## src/sv/lct_pkg.sv

```systemverilog
// Shared constants, types and helpers for the LRU eviction tracker.
package lct_pkg;

  localparam int MAX_ENTRIES = 64;
  localparam int ADDR_BITS   = 20;
  localparam int COUNT_BITS  = 32;

  localparam int CAP_W   = 7;
  localparam int OCC_W   = $clog2(MAX_ENTRIES + 1);
  localparam int IDX_W   = (MAX_ENTRIES > 1) ? $clog2(MAX_ENTRIES) : 1;
  localparam int SQ_W    = 2 * COUNT_BITS;
  localparam int SUM_W   = 64;

  localparam logic [CAP_W-1:0] CAP_RESET = 7'd64;

  localparam int IN_TDATA_W  = 24;
  localparam int OUT_TDATA_W = 344;
  localparam int OUT_TUSER_W = 2;

  // one directory slot
  typedef struct packed {
    logic                  valid;
    logic [ADDR_BITS-1:0]  addr;
    logic [COUNT_BITS-1:0] enter;
    logic [COUNT_BITS-1:0] refs;
  } lct_entry_t;

  // broadcast from the controller to every cell
  typedef struct packed {
    logic                 cmp;
    logic [ADDR_BITS-1:0] cmp_addr;
    logic                 upd;
    logic                 hit;
    logic                 evict;
    logic [IDX_W-1:0]     top;
    lct_entry_t           fresh;
  } lct_ctl_t;

  // result beat, lowest field last
  typedef struct packed {
    logic [3:0]  pad;
    logic [63:0] age_square_sum;
    logic [63:0] age_sum;
    logic [31:0] evict_total;
    logic [31:0] fill_mark;
    logic [31:0] miss_total;
    logic [31:0] access_total;
    logic [31:0] age_since_entry;
    logic [31:0] age_since_reference;
    logic [19:0] evicted_address;
  } lct_out_t;

  function automatic logic [COUNT_BITS-1:0] lct_sat_inc(input logic [COUNT_BITS-1:0] v);
    lct_sat_inc = (&v) ? v : v + 1'b1;
  endfunction

  function automatic logic [SUM_W-1:0] lct_sat_add(input logic [SUM_W-1:0] a,
                                                   input logic [SUM_W-1:0] b);
    logic [SUM_W:0] s;
    s = {1'b0, a} + {1'b0, b};
    lct_sat_add = s[SUM_W] ? {SUM_W{1'b1}} : s[SUM_W-1:0];
  endfunction

endpackage

```

## src/sv/lct_cell.sv

```systemverilog
// One slot of the recency chain: compare, hold and shift toward the LRU end.
module lct_cell import lct_pkg::*; (
  input  logic             clk_i,
  input  logic             rst_ni,
  input  logic [IDX_W-1:0] cell_idx_i,
  input  lct_ctl_t         ctl_i,
  input  logic             ge_self_i,
  input  logic             ge_next_i,
  input  lct_entry_t       nb1_i,
  input  lct_entry_t       nb2_i,
  output lct_entry_t       entry_o,
  output logic             match_o
);

  logic                  valid_q;
  logic [ADDR_BITS-1:0]  addr_q;
  logic [COUNT_BITS-1:0] enter_q, refs_q;
  lct_entry_t            cur, ent_d;
  logic                  match_q;
  logic [1:0]            sel;
  logic                  past_hit;

  assign cur = {valid_q, addr_q, enter_q, refs_q};

  // slots at or above the hit slide down one extra place
  always_comb begin
    past_hit = ctl_i.evict ? ge_next_i : ge_self_i;
    sel      = {1'b0, ctl_i.evict} + {1'b0, ctl_i.hit & past_hit};
  end

  always_comb begin
    ent_d = cur;
    if (cell_idx_i == ctl_i.top) begin
      ent_d = ctl_i.fresh;
    end else if (cell_idx_i > ctl_i.top) begin
      ent_d.valid = 1'b0;
    end else begin
      case (sel)
        2'd0:    ent_d = cur;
        2'd1:    ent_d = nb1_i;
        2'd2:    ent_d = nb2_i;
        default: ent_d = cur;
      endcase
    end
  end

  always_ff @(posedge clk_i or negedge rst_ni) begin
    if (!rst_ni) begin
      valid_q <= 1'b0;
      match_q <= 1'b0;
    end else begin
      if (ctl_i.cmp) begin
        match_q <= valid_q && (addr_q == ctl_i.cmp_addr);
      end
      if (ctl_i.upd) begin
        valid_q <= ent_d.valid;
      end
    end
  end

  always_ff @(posedge clk_i) begin
    if (ctl_i.upd) begin
      addr_q  <= ent_d.addr;
      enter_q <= ent_d.enter;
      refs_q  <= ent_d.refs;
    end
  end

  assign entry_o = cur;
  assign match_o = match_q;

endmodule

```

## config.mk

```make
export PLATFORM = sky130hd
export DESIGN_NAME = lct_cell
export DESIGN_NICKNAME = d
export VERILOG_FILES = /design/src/sv/lct_pkg.sv /design/src/sv/lct_cell.sv
export SDC_FILE = /design/constraint.sdc
export NUM_CORES = 1
export LEC_CHECK = 0
export BUFFER_PORTS_ARGS = -buffer_cell sky130_fd_sc_hd__buf_2
export CELL_PAD_IN_SITES_DETAIL_PLACEMENT = 0
export CELL_PAD_IN_SITES_GLOBAL_PLACEMENT = 1
export CORE_AREA = 2 2 147 149
export DETAILED_ROUTE_END_ITERATION = 8
export DIE_AREA = 0 0 149 151
export GPL_TIMING_DRIVEN = 1
export PLACE_DENSITY_LB_ADDON = 0.1
export SYNTH_ARGS = -nofsm -noshare
export SYNTH_HDL_FRONTEND = slang
export SYNTH_SLANG_ARGS = --single-unit
```

## constraint.sdc

```tcl
create_clock -name clk_i -period 1.4 [get_ports clk_i]
set_clock_uncertainty 0.05 [all_clocks]
set_input_delay 0 -clock clk_i [delete_from_list [all_inputs] [get_ports clk_i]]
set_output_delay 0 -clock clk_i [all_outputs]
set_load 0.1 [all_outputs]
```

* Word-level counts from Yosys, hierarchy flattened
Cells that the tools add are included.
Word-level totals: bits in registers 86, output and inout port bits 86, logic and storage cells 23
Operators by class: $add $sub $neg 1, order comparisons 1, eq/ne operators 5, mux-type cells 5, bitwise logic cells 1, reductions and logical operators 5
Operators by type and width (count):
- $pmux W85 S2 | 1
- $mux W85 | 1
- $mux W84 | 1
- $eq A20 B20 Y1 | 1
- $eq A6 B6 Y1 | 1
- $gt A6 B6 Y1 | 1
- $reduce_bool A4 Y1 | 1
- $reduce_and A3 Y1 | 1
- $reduce_bool A3 Y1 | 1
- $add A1 B1 Y2 | 1
- $eq A2 B1 Y1 const B | 1
- $eq A2 B2 Y1 const B | 1
- $mux W1 | 2
- $ne A2 B2 Y1 const B | 1
- $reduce_and A2 Y1 | 1
- $and A1 B1 Y1 | 1
- $logic_and A1 B1 Y1 | 1

* Longest topological paths before layout
Gate-level depths: netlist of the first run.
depth after elaboration 7, mapped depth 10, depth with buffers taken out 7

* Worst setup path before layout of the first run
Ideal clock, no wire load.
path type input-to-reg, from in ctl_i[90] (netlist bit), to reg addr_q[0], enable pin, library setup time 643 ps, arrival time 6565 ps, data required time 707 ps, setup slack -5858 ps, stages on the path 5, path buffers 0, path through inv_1 ha_1 and4_4 nand3_1 o21ai_0
On the way: cells in the longest elaborated chain, start to end 3, elaborated cells on any way between the ends 5, classes of those cells order compare (1); eq/ne (2); reduce/logical (2)
RTL lines:
- from (decl) | RTL line lct_cell.sv:6 | input lct_ctl_t ctl_i,
- $gt A6 B6 Y1 / $eq A6 B6 Y1 (equally long branches) | RTL line lct_cell.sv:35, lct_cell.sv:33
- $ne A2 B2 Y1 (no line) / $reduce_bool A3 Y1 (equally long branches)
- $reduce_and A3 Y1 (no line) *
- to (signal assigned) | RTL line lct_cell.sv:63 | addr_q <= ent_d.addr;
- to (decl) | RTL line lct_cell.sv:16 | logic [ADDR_BITS-1:0] addr_q;
Every way passes the cells marked *; elsewhere a longest branch is shown, timed or not. A chain may end at the register's enable or synchronous reset.

* Final worst setup path of the first run
from in ctl_i[91] (netlist bit), to reg enter_q[19], enable pin
On the way: cells in the longest elaborated chain, start to end 6, elaborated cells on any way between the ends 7, classes of those cells add/sub (1); eq/ne (2); mux (1); bitwise (1); reduce/logical (2)
RTL lines:
- $mux W1 | RTL line lct_cell.sv:27 | past_hit = ctl_i.evict ? ge_next_i : ge_self_i;
- $and A1 B1 Y1 | RTL line lct_cell.sv:28 | sel = {1'b0, ctl_i.evict} + {1'b0, ctl_i.hit & past_hit};
- $add A1 B1 Y2 * | RTL line lct_cell.sv:28
- $eq A2 B2 Y1 / $eq A2 B1 Y1 (equally long branches) | RTL line lct_cell.sv:38 | case (sel)
- $reduce_bool A3 Y1 (no line) *
- $reduce_and A3 Y1 (no line) *
- to (signal assigned) | RTL line lct_cell.sv:64 | enter_q <= ent_d.enter;
- to (decl) | RTL line lct_cell.sv:17 | logic [COUNT_BITS-1:0] enter_q, refs_q;
Marks and branches as above.

==> summary by stage, run 1 <==
Placement
In this run the cell area measured after placement is between 7000 and 8000 µm². OpenSTA, run right after detailed placement, puts the worst setup slack at -533 ps. The HPWL after detailed placement is between 10000 and 15000 µm.

Routability-driven placement finished with a final weighted congestion of 0.791. The port buffer count is 380.

Logic synthesis
The area of the mapped netlist is between 4000 and 5000 µm². The top cell type by area accounts for around 52% of the synthesized area. The sequential share of the synthesized area is roughly 53%. The netlist uses 30 different library cells. The synthesized area per cell is ~11 µm².

The number of synthesized register bits is 86. The cell count after synthesis is ~430. The cell type with the highest aggregate area in the netlist is edfxtp_1.

In the post-synthesis netlist, the biggest area contributors are edfxtp_1 (52%), mux2i_1 (18%), o21ai_0 (8.6%), nand2_1 (6.6%), xor2_1 (3.4%). The post-synth net total is between 700 and 800. The yosys synthesis warning count is 0.

Worst setup path
The slowest stage of the critical path belongs to the cell ha_4. The type of origin of the critical path is an input pin. The number of buffer and inverter stages on the critical path is 4. The category of the most critical setup path is in2reg. The delay contributed by the slowest stage of the critical path is between 200 and 300 ps.

The arrival time of data at the critical path endpoint is 1490 ps. Walking the worst path, the cells encountered are buf_6 > mux2i_1 > nor2b_1 > ha_4 > o21ai_2 > a211oi_2 > nand3_2 > o21ai_4 > buf_12 > buf_4 > clkbuf_16. The worst-case reg-to-reg path depth is 5. STA classifies the critical path endpoint as a flop. The logic depth of the worst path, buffers included is 11. The category of cells accounting for the largest share of critical-path delay is buffers and inverters. At the worst endpoint, the required time is between 1000 and 1500 ps.

Of all nets on the critical path, the largest fanout is 7.

Power
The static leakage is 4.23 nW. The maximum resistive drop on vdd is slightly below 0.5 mV. Power comes to 10.2 mW.

Sequential cells account for between 30% and 40% of the total power. The relative contribution of combinational cells to total power is about two fifths. The internal power consumption is 6.08 mW. The switching share of total power is about two fifths. The power density over the cells is ~1000 nW/µm².

The net load switching power is 4.14 mW. The share of total power in the clock network is between 20% and 30%.

Die
The count of pins on the block boundary is approximately 380. The total number of placement rows is 53. The initial utilization of the core area, before any placement, comes to 23.3%. The area inside the core boundary is approximately 21000 µm². In this run the vertical extent of the chip is around 150 µm. The die covers approximately 22000 µm².

Measured along the x axis, the die boundary spans roughly 150 µm.

Route
For this run, design rule violations remaining after detail routing come to 0. After detailed routing, the number of vias per cell comes to about 4.3. After the first detailed-routing iteration, the DRC count stood at 169.

Detailed routing placed a total of around 1600 µm of wire on met3. After detailed routing, the wire length on met1 is between 7000 and 8000 µm. The routed layout has about 5700 vias. The pre-antenna-repair detailed-routing pass consisted of 4 iterations. The final antenna-violating net count is 0. In this run the top signal layer used is met4.

Dividing the detail-routed wire length by the instance count gives between 15 and 20 µm. The total wire length after detailed routing is between 20000 and 25000 µm. The total length of routed met2 wires is 12000 µm.

Timing
The max-slew violation total from the final report was 0. The worst path setup slack after routing is -67.8 ps. Headroom to the max-slew limit came out at 66.4%. Based on the critical path, the design can be clocked at up to ~0.68 GHz.

Setup repair after global routing could not meet its margin everywhere. Setup violations remaining at the end of the flow were counted as 54. The tightest hold margin is -2.86 ps. The number of hold violations in the final report is 1. The aggregate negative setup slack is -2180 ps. The shortest period the worst path allows is 1470 ps. The slew at the pin closest to its max-slew limit is just under 500 ps.

After layout, the worst path uses 105% of the clock period.

Global route
The first global-routing pass estimated around 30000 µm of wire. The via count of the first global-routing pass is between 5000 and 6000. The initial antenna violation count is 1. The maximum number of pins on one net before global-route repair is 49. The leftover overflow at the end of global routing is 0. Global routing consumed, over all layers together, between 10% and 20% of the routing resources.

Clock tree
The tree is rooted in a clkbuf_16. The CTS H-tree depth is 3. The clock passes through at most 2 buffers. The clock insertion delay at the later pin of the skew report is 340 ps. In this run, CTS created clock tree buffers numbering 9. For this design, the sink count on the clock tree is 86. TritonCTS built the clock tree. The clock transition at the registers of the reported paths is about 70 ps.

Finish
The total area of multi-input combinational cells is 2170 µm². The final layout contains roughly 1300 nets. The combined flip-flop and latch cell area is around 2600 µm². The count of filler cells inserted in the layout is 1953. With fillers left out, the area of the finished cells amounts to roughly 10000 µm². The share of the core filled with cells in the final layout is slightly below 50%. The ratio of cells with drive above 1 in the final layout is between 40 and 50%. The area overhead of the layout relative to synthesis is 107%.

Worst hold path
The worst hold path belongs to the class in2reg. The worst hold path passes through 3 cells.

Job
The max capacitance violation total is 0.

Status
The final reports fail on hold timing, setup timing. The flow ran to the end, but the final reports show violations.
## cells in the mapped netlist, drive strengths merged
library cell,n
nor2b,2
nand2,85
nor3,1
edfxtp,84
buf,23
and3,1
xnor2,1
mux2,1
ha,7
xor2,19
nand4,2
nand3,4
a211oi,1
a41oi,1
nor4,4
a2111oi,1
mux2i,85
o22ai,1
clkbuf,7
o21ai,87
dfrtp,2
a21o,1
inv,9
o221ai,1
and4,1
## worst reg2reg max path: cells and delay by family (launching register included)
family | cells | cell delay, ps
AND/OR/NAND/NOR | 2 | 410
AO/OA/AOI/OAI | 1 | 140
XOR/XNOR | 1 | 180
buffers and inverters | 1 | 160
flip-flops | 1 | 430
## per-layer routing
metal  vias to the layer above  track usage [%]
li1                       2775                -
met1                      2599             17.7
met2                       250             34.9
met3                        34             4.49
met4                         0             7.14
met5                         -                0
## power groups by stage
| stage | sequential [mW] | combinational, mW | clock, mW |
|---|---|---|---|
| floorplan | 5.43 | 0.561 | 0 |
| global placement | 3.36 | 3.59 | 0 |
| detailed placement | 3.37 | 3.60 | 0 |
| CTS | 3.31 | 4.13 | 2.75 |
| global route | 3.33 | 4.43 | 2.85 |
| finish | 3.31 | 4.25 | 2.66 |
## registers in the layout (all words and copies together), names as in the netlist
signal,flops
addr_q,20
enter_q,32
match_o,1
refs_q,32
valid_q,1
## area by class of cell
class | count | share of cell area [%]
Antenna cell | 1 | 0.0250
Clock buffer | 9 | 2.25
Clock inverter | 7 | 1.04
Inverter | 9 | 0.538
Multi-Input combinational cell | 307 | 21.7
Sequential cell | 86 | 25.7
Tap cell | 275 | 3.44
Timing Repair Buffer | 616 | 45.3
## cell families after synthesis
family | count (synthesis) | share of synthesized area, %
XOR/XNOR | 20 | 3.62
AND/OR/NAND/NOR | 100 | 8.50
adder cells (fa/ha/maj) | 7 | 1.81
buffers and inverters | 39 | 4.86
flip-flops | 86 | 53.1
AO/OA/AOI/OAI | 93 | 10.3
multiplexers | 86 | 17.8
## through the flow
stage / std cells / hold slack [ps]
after global routing: 1310 / 15.1
after global placement: 1082 / -259
after detailed placement: 1082 / -258
after floorplan: 431 / -346
after CTS: 1292 / 2.44
final: 1310 / -2.86
## cells in the final DEF, fill, tap and decap left out, drive strengths merged
master       Yosys  final
buf             23    424
dlygate4sd3      0    184
o21ai           87     87
nand2           85     85
mux2i           85     85
edfxtp          84     84
xor2            19     19
clkbuf           7     17
inv              9     12
ha               7      7
nor4             4      4
nand3            4      4
and3             1      2
nor2b            2      2
nand4            2      2
bufinv           0      2
clkinv           0      2
dfrtp            2      2
diode            0      1
and4             1      1
a21o             1      1
a211oi           1      1
a2111oi          1      1
a41oi            1      1
mux2             1      1
o221ai           1      1
xnor2            1      1
nor3             1      1
o22ai            1      1
## path summary, 6_finish.rpt
kind                       startpoint           to  slack (ps)
max in group asynchronous      rst_ni      valid_q         680
min in group asynchronous      rst_ni      match_o         490
min reg2reg                   match_o      match_o         490
min                         nb2_i[44]  enter_q[12]          -3
max                         ctl_i[91]  enter_q[19]         -70
max reg2reg                addr_q[13]      match_o         -50
## timing repair
action                     CTS  global route
buffers inserted             5             9
resized for setup           12            15
pin swaps                    1             5
gates cloned                 5             9
hold endpoints to repair    87             0
setup endpoints to repair   94           136
hold buffers               184             0
Note: power is estimated with default switching activity, not from simulation.
==> inputs of run 2 (changes only) <==
Settings changed: PLACE_DENSITY_LB_ADDON 0.1 to 0.25.
==> summary by stage, run 2 <==
Status
Outcome: aborted with a tool error (was finished, violations left). The stage at which the run stopped is clock tree synthesis. The tool reported: "[ERROR RSZ-0060] Max buffer count reached".

Clock tree
The number of buffers inserted during clock tree synthesis is 9 (unchanged). The CTS H-tree depth came to 3 (unchanged). The number of buffers on the longest clock path was 2 (unchanged). The total number of clock tree sinks was 86 (unchanged). The hold buffer count at CTS came to 223 (was 184). The root cell of the clock tree is clkbuf_16 (unchanged). The number of gates resized after CTS came to 18 (was 12).

The post-CTS repair timing setup buffer count is 7 (was 5).

Logic synthesis
The prevailing post-synth register cell is edfxtp_1 (unchanged). The cell type with the highest aggregate area in the netlist is edfxtp_1 (unchanged). The async set-reset flop share out of synthesis is 2.33% (unchanged). The area of the mapped netlist was 4840 µm² (unchanged). The post-synth net total is 733 (unchanged).

The number of enable-type register cells in the synthesized netlist came to 84 (unchanged). Most frequent cells after synthesis: mux2i_1 (85), nand2_1 (85), edfxtp_1 (84), o21ai_0 (83), xor2_1 (19) (unchanged). The cell count after synthesis is 431 (unchanged). The number of distinct standard cells referenced by the synthesized netlist is 30 (unchanged). The yosys synthesis warning count is 0 (unchanged). The area share of the largest cell type after synthesis came to 52.1% (unchanged). Leading post-synthesis cells by cell area: edfxtp_1 (52%), mux2i_1 (18%), o21ai_0 (8.6%), nand2_1 (6.6%), xor2_1 (3.4%) (unchanged).

The synthesized area per cell came to 11.2 µm² (unchanged). The sequential share of the synthesized area is 53.1% (unchanged). The number of synthesized register bits is 86 (unchanged).

Placement
The global placement routability congestion came to 0.749 (was 0.791). The port buffer count came to 380 (unchanged). The post-DP HPWL was 13900 µm (was 14600 µm).

Die
The die extent in y came to 151 µm (unchanged). The total number of placement rows is 53 (unchanged). The count of pins on the block boundary is 381 (unchanged). The overall die width is 149 µm (unchanged).

The effective utilization at floorplan is 23.3% (unchanged).
[run 2: cell counts after synthesis]
Identical to the previous run, type by type.
[run 2: cells by family after synthesis]
group | after synthesis | share of synthesized area, %
mux | 86 | 17.8
flops | 86 | 53.1
compound gates | 93 | 10.3
simple gates | 100 | 8.50
xor+xnor | 20 | 3.62
fa+ha+maj | 7 | 1.81
buf+inv | 39 | 4.86
[run 2: metrics by stage]
| stage | utilization (%) | setup WS, ps | cells | cell area, µm² | setup TNS, ps |
|---|---|---|---|---|---|
| 2_1_floorplan | - | -1060 | 431 | 5000 | -92000 |
| 3_3_place_gp | 34.9 | -476 | 1079 | 7260 | -64090 |
| 3_5_place_dp | 34.9 | -506 | 1079 | 7260 | -67230 |
==> inputs of run 3 (changes only) <==
Settings changed: CELL_PAD_IN_SITES_DETAIL_PLACEMENT 0 to not set, CELL_PAD_IN_SITES_GLOBAL_PLACEMENT 1 to not set, CORE_AREA 2 2 147 149 to 2 2 146 148, DIE_AREA 0 0 149 151 to 0 0 148 150, PLACE_DENSITY_LB_ADDON 0.25 to 0.15.
==> summary by stage, run 3 (synthesized netlist as in run 1, its figures left out) <==
Clock tree
Clock-pin slew was measured on the worst setup and hold paths at approximately 60 ps. The number of buffers inserted during clock tree synthesis was 9 (unchanged). The root cell of the clock tree was clkbuf_16 (unchanged). The CTS H-tree depth came to 3 (unchanged). Clock latency on the worst-skew pair, taken at its later pin, is around 340 ps. The total number of clock tree sinks is 86 (unchanged). The TritonCTS clock tree is built. The number of buffers on the longest clock path was 2 (unchanged).

Die
The floorplan step defined a die boundary enclosing between 20000 and 25000 µm². The overall die width is 148 µm (was 149 µm). The region available for standard cell placement spans between 20000 and 25000 µm². The die extent in y is 150 µm (was 151 µm). The effective utilization at floorplan is 23.4% (was 23.3%). The count of pins on the block boundary is 381 (unchanged). The total number of placement rows is 53 (unchanged).

Global route
The most used routing layer in global routing is met2. The via count of the first global-routing pass came to just over 6000. The global-route wire length before repair is 30300 µm.

Global routing used 17.7% of the available tracks across all layers. Entering global routing, the biggest net connects 67 pins. Global routing used between 30% and 40% of the available met2 tracks. For this run, global-route usage on met1 was measured as roughly 18%. The leftover overflow at the end of global routing is 0.

The initial antenna violation count is 2. The fraction of met3 tracks used by global routing is under 10%.

Placement
The global placement routability congestion came to 0.768 (was 0.749). The post-placement cell count came to 1083 (was 1079). The instance area at placement came to 7310 µm² (was 7260 µm²).

The port buffer count is 380 (unchanged). The worst setup slack before clock tree synthesis is -485 ps (was -506 ps). The post-DP HPWL is 13900 µm (about the same).

Timing
The max-slew violation total from the final report was 0. The number of hold violations in the final report was 3. Setup repair after global routing could not meet its margin everywhere. The tightest hold margin is -22.4 ps. Static timing analysis puts the maximum clock frequency at approximately 0.67 GHz. Setup violations remaining at the end of the flow were counted as 85. Counting I/O delays and the setup requirement, the final critical path takes about 1500 ps. The share of the cycle needed by the critical path after routing is 106%. The worst path setup slack after routing is -88.7 ps. Headroom to the max-slew limit came out at 65.8%.

At the pin with the least slew margin, the transition time is ~520 ps.

Finish
In the final layout, the registers with the most flip-flops are enter_q: 32 flops, refs_q: 32 flops, addr_q: 20 flops. In the final design database the tool counted between 1000 and 1500 nets. The area overhead of the layout relative to synthesis is 111%. In the layout the commonest cells are buf_2 (378), dlygate4sd3_1 (214), nand2_1 (85), edfxtp_1 (84), mux2i_1 (82).

The post-layout instance count excluding filler cells is about 1300. Once layout is done, the placed cells without fillers occupy roughly 10000 µm². Leaving out fill and tap cells, the most frequent cell in the layout is buf_2. Fill cells in the final layout number 1903.

The ratio of cells with drive above 1 in the final layout is between 40 and 50%. Measured on the finished design, the core utilization comes to roughly 49%.

Worst hold path
The worst hold path belongs to the class in2reg. The worst hold endpoint is refs_q[28]. The worst hold path cell count is 3. The source of the worst hold timing path is nb2_i[28].

Worst setup path
For this run, the slowest stage of the critical path takes between 200 and 300 ps. In this run the worst path has a maximum fanout of 8. The largest individual stage delay along the critical path comes from the cell ha_4. The category of the most critical setup path is in2reg. The critical path contains buffers and inverters numbering 3 combined.

The launch point of the critical path is ctl_i[91]. For the worst flop-to-flop path, the logic depth is 5. STA classifies the critical path endpoint as a flop. The category of cells accounting for the largest share of critical-path delay is buffers and inverters. For flop-to-flop paths, the worst setup slack is -50 ps.

The data required time of the critical path is approximately 1400 ps. For the worst setup path, the data arrival time is ~1500 ps. In this run the critical register-to-register path is launched from addr_q[13]. The endpoint identified for the worst register-to-register timing path is match_o.

The critical path goes through buf_8 > mux2i_4 > nor2b_2 > ha_4 > o21ai_2 > a211oi_2 > nand3_2 > o21ai_4 > buf_6 > clkbuf_16. The logic depth of the worst path, buffers included is 10. The type of origin of the critical path is an input pin.

Power
In this run switching power makes up between 40% and 50% of total power. For this design the ratio of total power to cell area is a little under 1000 nW/µm². Of the total power, combinational logic draws between 40 and 50%. In this run the power spent charging and discharging nets is between 4 and 5 mW. IR analysis of the VDD net gives a maximum drop of just over 0.5 mV. The static leakage is ~4.3 nW. The part of the power in registers is ~33%.

The clock network is responsible for between 20% and 30% of the overall power. The internal power consumption is 5.93 mW.

Route
The detailed router's first-iteration violation count is 179. The routed layout has 5729 vias. The number of optimization iterations in the first detailed-route pass is 5.

The total wire length after detailed routing is about 22000 µm. The count of unresolved DRC violations after routing is 0. In the routed layout, each cell is associated on average with a via count of 4.29. In the final routed layout, each cell accounts on average for between 15 and 20 µm. The final antenna-violating net count is 0.

Job
The max capacitance violation total is 0.

Status
The final reports fail on hold timing, setup timing. Outcome: finished, violations left (was aborted with a tool error).
==> run 3: worst max path at each step <==
| stage | end | slack, ps |
|---|---|---|
| floorplan | addr_q[0] | -1060 |
| global placement | refs_q[23] | -490 |
| detailed placement | enter_q[3] | -480 |
| CTS | match_o | -100 |
| global route | enter_q[14] | -170 |
| finish | enter_q[14] | -90 |
==> run 3: layout make-up <==
class | count | area [µm²] | area share, %
diodes | 2 | 5.00 | 0.0489
clock buffers | 9 | 225 | 2.20
clock inverters | 7 | 80.1 | 0.782
inverters | 9 | 53.8 | 0.526
multi-input cells | 306 | 2180 | 21.3
flip-flops and latches | 86 | 2570 | 25.1
well taps | 275 | 344 | 3.36
repair buffers | 640 | 4780 | 46.7
==> run 3: power by group through the flow <==
| stage | registers, mW | clock network [mW] | logic [mW] |
|---|---|---|---|
| floorplan | 5.43 | 0 | 0.561 |
| global placement | 3.36 | 0 | 3.56 |
| detailed placement | 3.36 | 0 | 3.55 |
| CTS | 3.31 | 2.57 | 4.19 |
| global route | 3.34 | 2.66 | 4.43 |
| finish | 3.31 | 2.47 | 4.25 |
==> run 3: what timing repair did <==
item / 4_1_cts / 5_1_grt
endpoints found under the setup margin: 87 / 98
hold buffers: 214 / 0
cloned: 4 / 8
setup buffers: 8 / 3
endpoints found under the hold margin: 88 / 0
gates resized for setup: 18 / 40
pin swaps: 0 / 7
==> run 3: worst min-delay path, delay by kind of cell <==
| family | cells | cell delay (ps) |
|---|---|---|
| buf+inv | 1 | 70 |
| compound gates | 1 | 120 |
| mux | 1 | 60 |
==> run 3: routing by layer <==
metal / vias to the layer above / routed length (µm)
met2: 274 / 11400
li1: 2817 / -
met5: - / 0
met4: 0 / 578
met1: 2599 / 8200
met3: 39 / 1520
==> run 3: per-stage QoR <==
stage	setup TNS (ps)	power [mW]
floorplan	-92000	5.99
global placement	-65960	6.92
detailed placement	-65750	6.91
CTS	-2970	10.1
global route	-11910	10.4
finish	-4800	10.0
